[config.mk]
export PLATFORM = sky130hd
export DESIGN_NAME = kab_mul
export DESIGN_NICKNAME = d
export VERILOG_FILES = /design/src/design/kab_mul.sv
export SDC_FILE = /design/constraint.sdc
export NUM_CORES = 2
export LEC_CHECK = 0
export ABC_CLOCK_PERIOD_IN_PS = 9800
export BUFFER_PORTS_ARGS = -buffer_cell sky130_fd_sc_hd__buf_2
export CAP_MARGIN = 0
export CORE_ASPECT_RATIO = 0.9
export CORE_MARGIN = 1
export CORE_UTILIZATION = 30
export DETAILED_ROUTE_END_ITERATION = 10
export PLACE_DENSITY = 0.43
export SKIP_LAST_GASP = 1
export SYNTH_ARGS = -nofsm -noshare
export SYNTH_HDL_FRONTEND = slang
export SYNTH_SLANG_ARGS = --single-unit
[constraint.sdc]
create_clock -name clk_i -period 9.8 [get_ports clk_i]
set_input_delay 2.45 -clock clk_i [delete_from_list [all_inputs] [get_ports clk_i]]
set_output_delay 2.45 -clock clk_i [all_outputs]
set_load 0.01 [all_outputs]
[src/design/kab_mul.sv]
// Shared fixed-point multiplier with round-half-up and a registered result.
// Depends on nothing; widths come from its parameters.
module kab_mul #(
  parameter int A_W       = 37,
  parameter int B_W       = 32,
  parameter int FRAC_BITS = 20
) (
  input  logic                            clk_i,
  input  logic signed [A_W-1:0]           a_i,
  input  logic signed [B_W-1:0]           b_i,
  output logic signed [A_W+B_W-FRAC_BITS:0] res_o
);

  localparam int P_W = A_W + B_W;
  localparam logic signed [P_W:0] HALF =
    {{(P_W+1-FRAC_BITS){1'b0}}, 1'b1, {(FRAC_BITS-1){1'b0}}};

  logic signed [P_W-1:0] prod;
  logic signed [P_W:0]   rsum;

  assign prod = a_i * b_i;
  assign rsum = (P_W+1)'(prod) + HALF;

  always_ff @(posedge clk_i) begin
    res_o <= rsum[P_W:FRAC_BITS];
  end

endmodule

==> metrics.md <==
| Metric | Value |
|---|---|
| Status | finished clean |
| # rows | 129 |
| Mapped Area | 41600 um^2 |
| FF+latch count, synth | 50 |
| Synthesized instance count | about 4400 |
| Cell variety after synth | 66 |
| Synth async-reset ratio | 0% |
| Routed WL | 131 mm |
| Startpoint types | primary input |
| Fin crit share | 99.1% |
| Io pins | 120 |
| Num CTS Buffers | 5 |
| Avg Synthesized Cell Area | 9.43 um^2 |
| CP delay by family, top | adder cells |
| CTS tree | yes |
| Top Registers | res_o: 50 flops |
| Grt total ovfl | 0 |
| Utilization after layout | 36.1% |
| Max reg flops | 50 |
| Die X | 395 um |
| H-tree depth | 2 |
| Pre-Repair DR Iteration Count | 5 |
| Area growth from synthesis to layout | 19.2% |
| DR vias/cell | 4.43 |
| Fin nets | 6332 |
| Share of cells above drive strength 1 | about 17% |
| Initial antenna violation count | 13 |
| Syn nets | approximately 5900 |
| Initial Utilization | ~30% |
| Post-synth EDFFs | 0 |
| Ys Warns | 0 |
| Data required, critical path | a little over 10000 ps |
| Commonest non-fill, non-tap cell in the layout | fa_1 |
| Wirelength per Cell | ~20 um |
| Root Buffer | clkbuf_16 |
| Seq/Total Area, Yosys | 2.41% |
| Die area | between 100000 and 150000 um^2 |
| Worst-path maximum fanout | 15 |
| Max stage delay on crit path | 620 ps |
| Vias in the first global route | 32800 |
| Post-placement setup slack | -1560 ps |
| RSZ-0062 raised after global routing | yes |
| Arrival @ worst endpoint | 10000 ps |
| Hold crit path type | reg -> out |
| Hold Fails Final Rpt | 0 |
| Clock buffer depth | 2 |
| Die height | about 360 um |
| Overall routing resource usage | 19.6% |
| Hold WS | 3220 ps |
| Top FF cell, synth | dfxtp_1 |
| Sum of buffers and inverters on the critical path | 9 |
| Slew margin rel. | approximately 61% |
| Vias | 29600 |
| Peak Freq | 0.103 GHz |
| Max_cap viols | 0 |
| DR iter-0 viols | 1413 |
| # clock sinks | 50 |
| Hold_buf cts | 0 |
| Setup-failing EPs final | 0 |
| Setup WS post-layout | approximately 90 ps |
| Pin count of the biggest net entering global routing | 35 |
| Minimum clock period | around 9700 ps |
| Reg with most FFs | res_o |
| Final Wtd Congestion | 0.861 |
| # DRC | 0 |
| Critical Path Sink Type | flip-flop |
| Worst-path clk slew | around 70 ps |
| Final ANT Viol Nets | 0 |
| Most frequent cells in the layout | fa_1 (1199), inv_1 (1127), nand2_1 (644) |
| Worst Tran Pin Value | between 500 and 600 ps |
| Core area | 138000 um^2 |
| Setup_tns | 0 ps |
| PortBufs | 119 |
| Global-route wire length before repair | a little over 200 mm |
| WS Path Type | in -> reg |
| Slowest stage cell, crit path | fa_2 |
| HPWL Detailed | 119 mm |
| Final slew viol count | 0 |
==> Yosys cell counts, types with 2 or more instances <==
master        n  share of area, %
a21boi_0      2             0.036
nand3_1      12              0.14
fa_1       1240                60
buf_1         9             0.081
dfxtp_1      50               2.4
nor3_1        8             0.096
nand4_1      11              0.17
nand2b_1      9              0.14
nor2_1       44              0.40
inv_1      1137                10
o22ai_1       2             0.030
a31oi_1      11              0.17
xnor2_1      41              0.86
nor4_1        2             0.030
o21bai_1      9              0.16
ha_1        190               5.7
and4_1        3             0.063
a211oi_1      3             0.054
and2_2        5             0.090
and2_1      529               8.0
o21ai_1      11              0.13
nor2b_1       5             0.075
a31oi_4       2              0.10
clkbuf_1    234               2.1
a21oi_1      66              0.79
o21a_1        5             0.090
buf_2         4             0.048
nand2_1     653               5.9
o31ai_1       3             0.054
a21o_1       29              0.52
a41oi_1       2             0.042
a2111oi_0     2             0.042
o21ai_0      17              0.20
o211ai_1      4             0.072
and3_1       11              0.17
xor2_1       20              0.42
==> final cells by class <==
cell class | count | area [um^2]
Tap cell | 1834 | 2290
Multi-Input combinational cell | 2980 | 36000
Antenna cell | 3 | 7.51
Fill cell | 14200 | 87900
Clock buffer | 6 | 129
Sequential cell | 50 | 1000
Clock inverter | 2 | 13.8
Inverter | 1138 | 4280
Timing Repair Buffer | 657 | 5840
==> layer usage <==
| layer | GRT usage [%] | wire length [um] | up-vias |
|---|---|---|---|
| met5 | 0 | 106 | - |
| met4 | 2.17 | 1100 | 16 |
| met3 | 2.30 | 5580 | 51 |
| met2 | 30.6 | 59700 | 461 |
| met1 | 29.9 | 64600 | 15800 |
| li1 | - | - | 13300 |
==> cell families (layout without fill, tap and decap cells) <==
| group | after synthesis | in the layout | synth area share (%) |
|---|---|---|---|
| compound gates | 186 | 186 | 3.01 |
| other cells | 0 | 3 | 0 |
| flops | 50 | 50 | 2.41 |
| fa+ha+maj | 1430 | 1430 | 65.4 |
| simple gates | 1303 | 1303 | 15.4 |
| xor+xnor | 61 | 61 | 1.28 |
| buf+inv | 1385 | 1803 | 12.5 |
==> path summary, 6_finish.rpt <==
path	cells past startpoint	endpoint	from
min	1	res_o[42]	res_o[42]$_DFF_P_
max	29	res_o[47]$_DFF_P_	a_i[36]
==> what timing repair did <==
item	in CTS	in global routing
gates cloned	3	2
pin swaps	18	73
setup endpoints to repair	32	21
gates resized for setup	108	143
hold endpoints to repair	0	0
setup buffers	7	20
==> through the flow <==
step,area [um^2],cells
floorplan,41600,4415
global placement,48100,6627
detailed placement,48100,6628
CTS,48900,6646
global route,49600,6668
finish,49600,6670
Power is left out: the tool's default activity adds up to more than one toggle a clock period on the data nets, which glitch-free logic cannot reach.
