File: src/design/kab_pkg.sv
// Shared definitions for the angle/bias Kalman filter block.
// Holds data widths, configuration register indexes and the divider status type.
// No dependencies.
package kab_pkg;

  localparam int DATA_W    = 32;
  localparam int REG_W     = 21;
  localparam int CFG_IDX_W = 4;

  typedef enum logic [CFG_IDX_W-1:0] {
    CFG_TIME_STEP     = CFG_IDX_W'(0),
    CFG_ANGLE_NOISE   = CFG_IDX_W'(1),
    CFG_BIAS_NOISE    = CFG_IDX_W'(2),
    CFG_MEASURE_NOISE = CFG_IDX_W'(3)
  } cfg_idx_e;

  typedef struct packed {
    logic busy;
    logic done;
  } div_sts_t;

endpackage

File: src/design/kab_div.sv
// Restoring divider, one quotient bit per cycle, for the Kalman gain.
// Computes (num * 2^FRAC_BITS) / den toward zero, saturated to 32 bits.
// Depends on kab_pkg.
module kab_div #(
  parameter int FRAC_BITS = 20
) (
  input  logic                                clk_i,
  input  logic                                rst_ni,
  input  logic                                start_i,
  input  logic signed [kab_pkg::DATA_W-1:0]   num_i,
  input  logic signed [kab_pkg::DATA_W-1:0]   den_i,
  output logic signed [kab_pkg::DATA_W-1:0]   quo_o,
  output kab_pkg::div_sts_t                   sts_o
);
  import kab_pkg::*;

  localparam int NUM_W = DATA_W + FRAC_BITS;
  localparam int CNT_W = $clog2(NUM_W);
  localparam logic [NUM_W-1:0] POS_LIM = NUM_W'({1'b0, {(DATA_W-1){1'b1}}});
  localparam logic [NUM_W-1:0] NEG_LIM = NUM_W'({1'b1, {(DATA_W-1){1'b0}}});
  localparam logic signed [DATA_W-1:0] Q_MAX = {1'b0, {(DATA_W-1){1'b1}}};
  localparam logic signed [DATA_W-1:0] Q_MIN = {1'b1, {(DATA_W-1){1'b0}}};

  logic              busy_q, fin_q, done_q, neg_q;
  logic [CNT_W-1:0]  cnt_q;
  logic [NUM_W-1:0]  acc_q;
  logic [DATA_W-1:0] dvs_q, rem_q;
  logic [DATA_W:0]   rem_sh;
  logic [DATA_W+1:0] diff;
  logic [DATA_W-1:0] num_mag, den_mag;
  logic signed [DATA_W-1:0] quo_q, sat_val;
  logic              den_zero;

  assign num_mag  = num_i[DATA_W-1] ? DATA_W'(-num_i) : num_i;
  assign den_mag  = den_i[DATA_W-1] ? DATA_W'(-den_i) : den_i;
  assign den_zero = (den_i == '0);
  assign rem_sh   = {rem_q, acc_q[NUM_W-1]};
  assign diff     = {1'b0, rem_sh} - {2'b00, dvs_q};

  always_comb begin
    if (neg_q) begin
      sat_val = (acc_q > NEG_LIM) ? Q_MIN : DATA_W'(-acc_q[DATA_W-1:0]);
    end else begin
      sat_val = (acc_q > POS_LIM) ? Q_MAX : acc_q[DATA_W-1:0];
    end
  end

  always_ff @(posedge clk_i or negedge rst_ni) begin
    if (!rst_ni) begin
      busy_q <= 1'b0;
      fin_q  <= 1'b0;
      done_q <= 1'b0;
      cnt_q  <= '0;
    end else begin
      done_q <= fin_q || (start_i && den_zero);
      fin_q  <= !start_i && busy_q && (cnt_q == CNT_W'(NUM_W-1));
      if (start_i) begin
        if (!den_zero) begin
          busy_q <= 1'b1;
          cnt_q  <= '0;
        end
      end else if (busy_q) begin
        cnt_q <= cnt_q + CNT_W'(1);
        if (cnt_q == CNT_W'(NUM_W-1)) begin
          busy_q <= 1'b0;
        end
      end
    end
  end

  always_ff @(posedge clk_i) begin
    if (start_i) begin
      acc_q <= {num_mag, {FRAC_BITS{1'b0}}};
      dvs_q <= den_mag;
      rem_q <= '0;
      neg_q <= num_i[DATA_W-1] ^ den_i[DATA_W-1];
      if (den_zero) begin
        quo_q <= '0;
      end
    end else if (busy_q) begin
      rem_q <= diff[DATA_W+1] ? rem_sh[DATA_W-1:0] : diff[DATA_W-1:0];
      acc_q <= {acc_q[NUM_W-2:0], ~diff[DATA_W+1]};
    end else if (fin_q) begin
      quo_q <= sat_val;
    end
  end

  assign quo_o      = quo_q;
  assign sts_o.busy = busy_q | fin_q;
  assign sts_o.done = done_q;

endmodule

File: config.mk
export PLATFORM = sky130hd
export DESIGN_NAME = kab_div
export DESIGN_NICKNAME = d
export VERILOG_FILES = /design/src/design/kab_pkg.sv /design/src/design/kab_div.sv
export SDC_FILE = /design/constraint.sdc
export NUM_CORES = 1
export LEC_CHECK = 0
export ABC_CLOCK_PERIOD_IN_PS = 3500
export BUFFER_PORTS_ARGS = -buffer_cell sky130_fd_sc_hd__buf_4
export CORE_ASPECT_RATIO = 1.2
export CORE_MARGIN = 1
export CORE_UTILIZATION = 60
export CTS_CLUSTER_SIZE = 12
export DETAILED_ROUTE_END_ITERATION = 8
export HOLD_SLACK_MARGIN = 0.15
export PLACE_DENSITY_LB_ADDON = 0.25
export SLEW_MARGIN = 20
export SYNTH_ARGS = -nofsm -noshare
export SYNTH_HDL_FRONTEND = slang
export SYNTH_SLANG_ARGS = --single-unit
File: constraint.sdc
create_clock -name clk_i -period 3.5 [get_ports clk_i]
set_input_delay 0.35 -clock clk_i [delete_from_list [all_inputs] [get_ports clk_i]]
set_output_delay 0.35 -clock clk_i [all_outputs]
set_load 0.005 [all_outputs]
==> flow_metrics.py, run 1 <==
metrics = {
    "run_status": {
        "status": "finished, final reports clean",
    },
    "place": {
        "globalplace.congestion": 0.921,
        "dpl-instance-area_um2": 11100,
        "hpwl_um": 17300,
        "port_buffers": 100,
    },
    "synth": {
        "yosysTopAreaCellShare_pct": 28.9,
        "synth-seq-area-share_pct": 41.4,
        "yosysTopAreaCell": "edfxtp_1",
        "syn_inst": 1131,
        "synth_flop_cell": "edfxtp_1",
        "synth_edf_count": 97,
        "syn_area_per_cell_um2": 8.92,
        "synth_warnings": 0,
        "syn-cell-area_um2": 10100,
        "yosysUniqueCellTypes": 72,
        "synth.area.top_cells": "edfxtp_1, dfxtp_1, xnor2_1, nand2_1, ha_1",
        "synthArstFlopShare_pct": 5.70,
        "ys_seq_elements": 158,
        "syn_nets": 1235,
    },
    "critical_path": {
        "start_kind": "register",
        "critical_path_class": "reg -> reg",
        "worstReg2RegEnd": "quo_o[1]$_SDFFCE_PP0P_",
        "crit_path_start": "acc_q[0]$_SDFFE_PP0P_",
        "ff2ff_path_depth": 12,
        "arrival_ps": 3540,
        "end_kind": "register",
        "ff2ff_setup_slack_ps": 200,
        "crit_fanout": 6,
        "required_ps": 3740,
        "worstReg2RegStart": "acc_q[0]$_SDFFE_PP0P_",
    },
    "grt": {
        "use_met2_pct": 50.0,
        "grt_pass1_vias": 8345,
        "grt_pass1_wl_um": 39800,
        "grt_max_degree": 76,
        "grt-busiest-layer": "met2",
        "use_met3_pct": 4.89,
        "grtUsageMet1_pct": 35.6,
        "grt-ovfl-total": 0,
        "globalRouteTotalUtil_pct": 28.9,
        "grt_antenna_before_repair": 0,
    },
    "pwr": {
        "p_clk_share_pct": 32.1,
        "switching_share_pct": 31.7,
        "pwr-share-seq_pct": 41.1,
        "power_leakage_nw": 4.77,
        "ir_drop_v": 0.000366,
        "p_per_area_nw_per_um2": 476,
        "power_frac_comb_pct": 26.8,
        "p_switching_mw": 1.77,
        "p_int_mw": 3.80,
    },
    "detailed_routing": {
        "via_per_inst": 6.24,
        "drtPass1Iterations": 5,
        "wl_um": 24300,
        "final_antenna_net_count": 0,
        "detail_route.wl_per_cell_um": 16.8,
        "drc": 0,
        "drt_iter0_drc": 745,
        "routed-via-count": 9013,
    },
    "hold_path": {
        "holdPathEnd": "dvs_q[23]$_DFFE_PP_",
        "hp-start": "den_i[23]",
        "whs_path_depth": 2,
        "hold_class": "in -> reg",
    },
    "timing": {
        "relSlewSlack_pct": 45.1,
        "period_share_pct": 94.2,
        "min_period_ps": 3300,
        "setup_viol": 0,
        "grt_setup_unrepaired": "false",
        "finClkSkew_ps": 6.73,
        "tightest_slew_ps": 824,
        "slew_violations": 0,
        "fin_setup_tns_ps": 0,
        "clock.fmax_mhz": 303,
        "hold_viol": 0,
    },
    "floorplanning": {
        "die_area_um2": 17300,
        "io-pin-count": 101,
        "die_w_um": 120,
        "core_area_um2": 16300,
        "die_h_um": 144,
        "fp-row-count": 51,
        "start_util_pct": 61.8,
    },
    "layout": {
        "syn_to_final_growth_pct": 16.0,
        "final_common_cell": "buf_4",
        "final_area_um2": 11700,
        "final_nets": 1324,
        "n_fill_cell": 1276,
        "regArea_um2": 4180,
        "antenna_cells": 0,
        "drive_above_1_share_pct": 14.8,
        "multi_input_area_um2": 5460,
        "final_cell_mix": "buf_4, nand2_1, nor2_1",
    },
    "clocking": {
        "postCtsSetupBuffers": 0,
        "cts.path.max_buffers": 2,
        "cts_buffers": 17,
        "cts_htree_levels": 4,
        "clk_pin_slew_ps": 60,
        "cts_tree": "built",
        "cts_sinks": 158,
        "insertion_delay_ps": 430,
        "clock-root-buffer": "clkbuf_16",
    },
    "run": {
        "drv_cap": 0,
    },
}
==> cells in the mapped netlist, drive strengths merged (16+ instances only) <==
cell / count
edfxtp: 97
clkbuf: 58
dfxtp: 52
xor2: 16
xnor2: 65
nor2: 101
a21oi: 74
nor4: 16
nand3: 17
inv: 57
or3: 21
a311oi: 17
ha: 36
mux2i: 26
nand2: 121
a22o: 33
nor3: 25
o21ai: 87
o31ai: 27
==> cell families (layout without fill, tap and decap cells) <==
family,count (synthesis),in the layout,share of synthesized area (%)
multiplexers,27,27,2.69
adder cells (fa/ha/maj),37,37,4.66
AO/OA/AOI/OAI,329,329,21.4
buffers and inverters,120,222,4.53
AND/OR/NAND/NOR,379,379,18.3
XOR/XNOR,81,81,7.03
flip-flops,158,158,41.4
==> cell type report <==
cell class	instances	share of cell area, %
Inverter	57	1.83
Clock inverter	13	0.941
Multi-Input combinational cell	853	46.7
Tap cell	212	2.27
Clock buffer	19	3.88
Sequential cell	158	35.7
Timing Repair Buffer	133	8.68
==> state kept, by name, summed over array words and instances (netlist names) <==
name / count
acc_q: 52
busy_q: 1
cnt_q: 6
done_q: 1
dvs_q: 32
fin_q: 1
neg_q: 1
quo_o: 32
rem_q: 32
==> through the flow <==
stage | instances | total power, mW | util, % | hold slack, ps | setup WS, ps
final | 1445 | 5.57 | 71.6 | 217 | 202
after global routing | 1445 | 5.84 | 71.6 | 206 | 12.7
after CTS | 1445 | 5.56 | 71.6 | 209 | 183
after detailed placement | 1411 | 3.77 | 68.0 | 189 | 221
after global placement | 1411 | 3.74 | 68.0 | 186 | 237
after floorplan | 1131 | 3.35 | - | 54.4 | 67.0
==> how the worst max path moves through the flow <==
stage                                   to  slack [ps]  depth (start not counted)
CTS                 quo_o[3]$_SDFFCE_PP0P_         180                         11
floorplan           quo_o[0]$_SDFFCE_PP0P_          70                          8
finish              quo_o[1]$_SDFFCE_PP0P_         200                         12
global route        quo_o[5]$_SDFFCE_PP0P_          10                         13
global placement    quo_o[7]$_SDFFCE_PP0P_         240                          9
detailed placement  quo_o[3]$_SDFFCE_PP0P_         220                          9
==> worst max-delay path, stage by stage, from the launching register on <==
cell and delay [ps]:
dfxtp_1 340, inv_1 110, ha_1 230, or4b_2 670, nor3_1 220, buf_4 170
nand4_1 130, o21ai_2 240, buf_4 160, and2_1 310, buf_4 210, a21oi_1 70
a311oi_1 250
==> metal layers <==
| layer | wire length [um] | vias to the layer above |
|---|---|---|
| li1 | - | 4355 |
| met1 | 10200 | 4262 |
| met2 | 12100 | 336 |
| met3 | 1260 | 60 |
| met4 | 749 | 0 |
| met5 | 0 | - |
==> what timing repair did <==
| item | 4_1_cts | 5_1_grt |
|---|---|---|
| hold buffers | 2 | 0 |
| endpoints found under the setup margin | 0 | 3 |
| endpoints found under the hold margin | 10 | 0 |
| resized for setup | 0 | 3 |
==> power groups by stage <==
stage                     registers (mW)  clock network [mW]  logic, mW
after floorplan                     2.28                   0       1.07
after global placement              2.32                   0       1.42
after detailed placement            2.32                   0       1.45
after CTS                           2.29                1.80       1.48
after global routing                2.31                1.87       1.66
final                               2.29                1.79       1.50
No activity file was read; power rests on OpenSTA's default activity.
==> run 2, diff against run 1 <==
--- a/config.mk
+++ b/config.mk
@@ -6,7 +6,7 @@
 export NUM_CORES = 1
 export LEC_CHECK = 0
 export ABC_CLOCK_PERIOD_IN_PS = 3500
-export BUFFER_PORTS_ARGS = -buffer_cell sky130_fd_sc_hd__buf_4
+export BUFFER_PORTS_ARGS = -buffer_cell sky130_fd_sc_hd__clkbuf_2
 export CORE_ASPECT_RATIO = 1.2
 export CORE_MARGIN = 1
 export CORE_UTILIZATION = 60
==> flow_metrics.py, run 2 (synthesis gave the netlist of run 1 again) <==
metrics = {
    "run_status": {
        "status": "finished, final reports clean",
    },
    "timing": {
        "hold_viol": 0,
        "period_share_pct": 93.9,
        "tightest_slew_ps": 808,
        "fin_setup_tns_ps": 0,
        "finClkSkew_ps": 10.5,
        "relSlewSlack_pct": 46.2,
        "clock.fmax_mhz": 304,
        "grt_setup_unrepaired": "false",
        "slew_violations": 0,
        "setup_viol": 0,
        "min_period_ps": 3290,
    },
    "detailed_routing": {
        "final_antenna_net_count": 0,
        "drc": 0,
        "routed-via-count": 8983,
        "drtPass1Iterations": 6,
        "drt_iter0_drc": 828,
        "wl_um": 24200,
        "detail_route.wl_per_cell_um": 16.8,
        "via_per_inst": 6.23,
    },
    "layout": {
        "regMostFlops": "acc_q",
        "multi_input_area_um2": 5460,
        "drive_above_1_share_pct": 14.6,
        "final_cell_mix": "nand2_1, clkbuf_2, nor2_1",
        "largest_reg_flops": 52,
        "antenna_cells": 0,
        "regArea_um2": 4180,
        "syn_to_final_growth_pct": 13.2,
        "n_fill_cell": 1315,
        "final_nets": 1321,
        "final_common_cell": "nand2_1",
    },
    "clocking": {
        "cts_htree_levels": 4,
        "cts_tree": "built",
        "clk_pin_slew_ps": 60,
        "clock-root-buffer": "clkbuf_16",
        "cts_sinks": 158,
        "insertion_delay_ps": 440,
        "cts.path.max_buffers": 2,
        "cts_buffers": 17,
        "postCtsSetupBuffers": 0,
    },
    "hold_path": {
        "hold_class": "in -> reg",
    },
    "critical_path": {
        "end_kind": "register",
        "required_ps": 3790,
        "arrival_ps": 3570,
        "crit_fanout": 11,
        "start_kind": "register",
        "critical_path_class": "reg -> reg",
    },
    "grt": {
        "grt-ovfl-total": 0,
        "grt_max_degree": 70,
        "grt_pass1_vias": 8336,
        "grt_pass1_wl_um": 39400,
        "globalRouteTotalUtil_pct": 28.4,
        "grt_antenna_before_repair": 0,
    },
    "pwr": {
        "power_leakage_nw": 4.70,
        "design_power_total_mw": 5.51,
        "ir_drop_v": 0.000424,
        "p_per_area_nw_per_um2": 483,
    },
    "floorplanning": {
        "die_w_um": 120,
        "fp-row-count": 51,
        "start_util_pct": 61.8,
        "die_h_um": 144,
        "core_area_um2": 16300,
        "die_area_um2": 17300,
        "io-pin-count": 101,
    },
    "place": {
        "port_buffers": 100,
        "globalplace.congestion": 0.940,
        "hpwl_um": 17300,
    },
    "run": {
        "drv_cap": 0,
    },
}
==> run 2: changes by cell type in the layout (fill, tap and decap cells not counted), sizes merged <==
cell	previous run	this run
buf	131	30
bufinv	1	0
clkbuf	19	123
clkinv	6	5
clkinvlp	3	0
dlygate4sd3	2	1
==> run 2: worst max-delay path: stages, from the launching register on <==
cell     delay, ps
dfxtp_1        340
inv_1          100
ha_1           230
or4b_2         680
nor3_2         310
nand4_1        180
o21ai_1        320
nand2_1        220
buf_4          240
o41ai_1        310
a21oi_1        110
nor2_1          90
==> run 2: report_power, final <==
part | internal, mW | total (mW) | switching, mW
Clock | 1.01 | 1.76 | 0.756
Combinational | 0.593 | 1.46 | 0.863
Sequential | 2.16 | 2.29 | 0.130
==> run 2: through the flow <==
step / hold WS (ps) / area [um2] / util (%) / worst slack, ps / instances
2_1_floorplan: 54.4 / 10100 / - / 67.0 / 1131
3_3_place_gp: 218 / 10900 / 66.4 / 301 / 1409
5_1_grt: 157 / 11400 / 69.9 / 36.5 / 1442
4_1_cts: 151 / 11400 / 69.9 / 205 / 1442
3_5_place_dp: 213 / 10900 / 66.4 / 267 / 1409
6_report: 152 / 11400 / 69.9 / 214 / 1442
==> run 2: final timing paths <==
check | from | endpoint | slack, ps | cells past startpoint
hold / removal | den_i[0] | dvs_q[0]$_DFFE_PP_ | 150 | 1
setup reg to reg | acc_q[0]$_SDFFE_PP0P_ | quo_o[23]$_SDFFCE_PP0P_ | 210 | 11
setup / recovery | acc_q[0]$_SDFFE_PP0P_ | quo_o[23]$_SDFFCE_PP0P_ | 210 | 11
hold reg to reg | rem_q[23]$_SDFFE_PP0P_ | rem_q[23]$_SDFFE_PP0P_ | 480 | 2
max in group asynchronous | rst_ni | busy_q$_DFFE_PN0N_ | 2920 | 2
min in group asynchronous | rst_ni | cnt_q[5]$_DFFE_PN0P_ | 370 | 2
==> run 2: cell type report <==
type                    count  area share, %
multi-input cells         853           47.8
well taps                 212           2.32
repair buffers            130           6.51
flip-flops and latches    158           36.6
clock inverters             8          0.460
inverters                  57           1.87
clock buffers              24           4.38
==> run 2: metal layers <==
| layer | wire length, um | GRT usage, % | share of wire (%) |
|---|---|---|---|
| met3 | 1450 | 4.73 | 6.0 |
| met5 | 0 | 0 | 0 |
| met4 | 800 | 12.7 | 3.3 |
| met2 | 11900 | 49.6 | 49 |
| met1 | 10000 | 34.5 | 41 |
==> run 2: timing repair <==
| item | in CTS | in global routing |
|---|---|---|
| endpoints found under the hold margin | 9 | 0 |
| setup endpoints to repair | 0 | 7 |
| hold buffers | 1 | 0 |
| resized for setup | 0 | 1 |
==> run 3, diff against run 2 <==
--- a/config.mk
+++ b/config.mk
@@ -14,6 +14,7 @@
 export DETAILED_ROUTE_END_ITERATION = 8
 export HOLD_SLACK_MARGIN = 0.15
 export PLACE_DENSITY_LB_ADDON = 0.25
+export SKIP_CTS_REPAIR_TIMING = 1
 export SLEW_MARGIN = 20
 export SYNTH_ARGS = -nofsm -noshare
 export SYNTH_HDL_FRONTEND = slang
==> constraint.sdc (replaced) <==
create_clock -name clk_i -period 3.5 [get_ports clk_i]
set_input_delay 0.35 -clock clk_i [delete_from_list [all_inputs] [get_ports clk_i]]
set_output_delay 0.35 -clock clk_i [all_outputs]
set_load 0.05 [all_outputs]
==> flow_metrics.py, run 3 (synthesis gave the netlist of run 1 again) <==
metrics = {
    "timing": {
        "hold_viol": 0,
        "grt_setup_unrepaired": "false",
        "period_share_pct": 91.5,
        "setup_viol": 0,
        "slew_violations": 0,
        "fin_setup_tns_ps": 0,
        "finClkSkew_ps": 6.49,
        "clock.fmax_mhz": 312,
        "relSlewSlack_pct": 44.5,
        "min_period_ps": 3200,
        "tightest_slew_ps": 825,
    },
    "pwr": {
        "p_per_area_nw_per_um2": 486,
        "power_leakage_nw": 4.69,
        "design_power_total_mw": 5.56,
        "ir_drop_v": 0.000284,
    },
    "layout": {
        "syn_to_final_growth_pct": 13.4,
        "drive_above_1_share_pct": 14.6,
        "regMostFlops": "acc_q",
        "final_nets": 1321,
        "final_area_um2": 11400,
        "final_common_cell": "nand2_1",
        "antenna_cells": 0,
        "largest_reg_flops": 52,
        "final_cell_mix": "nand2_1, nor2_1, clkbuf_2",
    },
    "grt": {
        "globalRouteTotalUtil_pct": 28.7,
        "grt_antenna_before_repair": 0,
        "grt_max_degree": 70,
        "grt-ovfl-total": 0,
        "grt_pass1_vias": 8325,
        "grt_pass1_wl_um": 39900,
    },
    "detailed_routing": {
        "final_antenna_net_count": 0,
        "via_per_inst": 6.25,
        "drc": 0,
        "drt_iter0_drc": 898,
        "drtPass1Iterations": 5,
        "detail_route.wl_per_cell_um": 16.9,
        "routed-via-count": 9014,
        "wl_um": 24300,
    },
    "run": {
        "drv_cap": 0,
    },
    "clocking": {
        "cts_tree": "built",
        "insertion_delay_ps": 430,
        "clk_pin_slew_ps": 60,
        "cts_htree_levels": 4,
        "cts.path.max_buffers": 2,
        "cts_sinks": 158,
        "clock-root-buffer": "clkbuf_16",
        "cts_buffers": 17,
    },
    "floorplanning": {
        "die_area_um2": 17300,
        "io-pin-count": 101,
        "start_util_pct": 61.8,
        "core_area_um2": 16300,
        "die_w_um": 120,
        "fp-row-count": 51,
        "die_h_um": 144,
    },
    "critical_path": {
        "crit_family": "simple AND/OR/NAND/NOR gates",
        "end_kind": "register",
        "critical_path_class": "reg -> reg",
        "crit_chain": "inv_1 -> ha_1 -> or4b_2 -> nor3_2 -> nand4_1 -> o21ai_2 -> nand2_1 -> buf_4 -> o21a_1 -> a21o_1 -> a21oi_1",
        "arrival_ps": 3470,
        "slowest_delay_ps": 670,
        "required_ps": 3770,
        "start_kind": "register",
        "crit_fanout": 11,
        "cp_num_buf_inv": 2,
        "cpMaxStageDelayCell": "or4b_2",
        "ff2ff_setup_slack_ps": 300,
    },
    "place": {
        "hpwl_um": 17200,
        "dpl-instance-area_um2": 10900,
        "globalplace.congestion": 0.944,
        "port_buffers": 100,
    },
    "run_status": {
        "status": "finished, final reports clean",
    },
    "hold_path": {
        "hold_class": "in -> reg",
    },
}
-- run 3: metrics by stage --
step           hold slack [ps]  util (%)  instances  worst slack, ps
2_1_floorplan             54.4         -       1131             67.0
3_3_place_gp               217      66.4       1409              300
3_5_place_dp               215      66.4       1409              266
4_1_cts                   -235      69.9       1441              183
5_1_grt                    162      70.0       1442             27.4
6_report                   154      70.0       1442              296
-- run 3: per-layer routing --
metal  vias up  track usage (%)  wire length, um
li1       4363                -                -
met1      4241             35.6            10200
met2       355             50.3            12100
met3        55             3.90             1390
met4         0             11.8              595
met5         -                0                0
-- run 3: where the power goes --
| group | switching (mW) | total, mW | internal, mW |
|---|---|---|---|
| sequential | 0.132 | 2.29 | 2.16 |
| combinational | 0.864 | 1.46 | 0.593 |
| clock | 0.788 | 1.81 | 1.02 |
| total | 1.78 | 5.56 | 3.77 |
-- run 3: final timing paths --
| kind | start | endpoint | depth (start not counted) |
|---|---|---|---|
| worst max-delay path | acc_q[1]$_SDFFE_PP0P_ | quo_o[12]$_SDFFCE_PP0P_ | 11 |
| worst min-delay path | den_i[0] | dvs_q[0]$_DFFE_PP_ | 1 |
| worst max register to register | acc_q[1]$_SDFFE_PP0P_ | quo_o[12]$_SDFFCE_PP0P_ | 11 |
| worst min register to register | rem_q[23]$_SDFFE_PP0P_ | rem_q[23]$_SDFFE_PP0P_ | 2 |
| max in group asynchronous | rst_ni | busy_q$_DFFE_PN0N_ | 2 |
| min in group asynchronous | rst_ni | done_q$_DFF_PN0_ | 2 |
-- run 3: layout make-up --
| type | count | area (um2) |
|---|---|---|
| clock buffers | 22 | 497 |
| clock inverters | 10 | 76.3 |
| fillers | 1318 | 4890 |
| inverters | 57 | 214 |
| multi-input cells | 853 | 5470 |
| flip-flops and latches | 158 | 4180 |
| well taps | 212 | 265 |
| repair buffers | 130 | 743 |
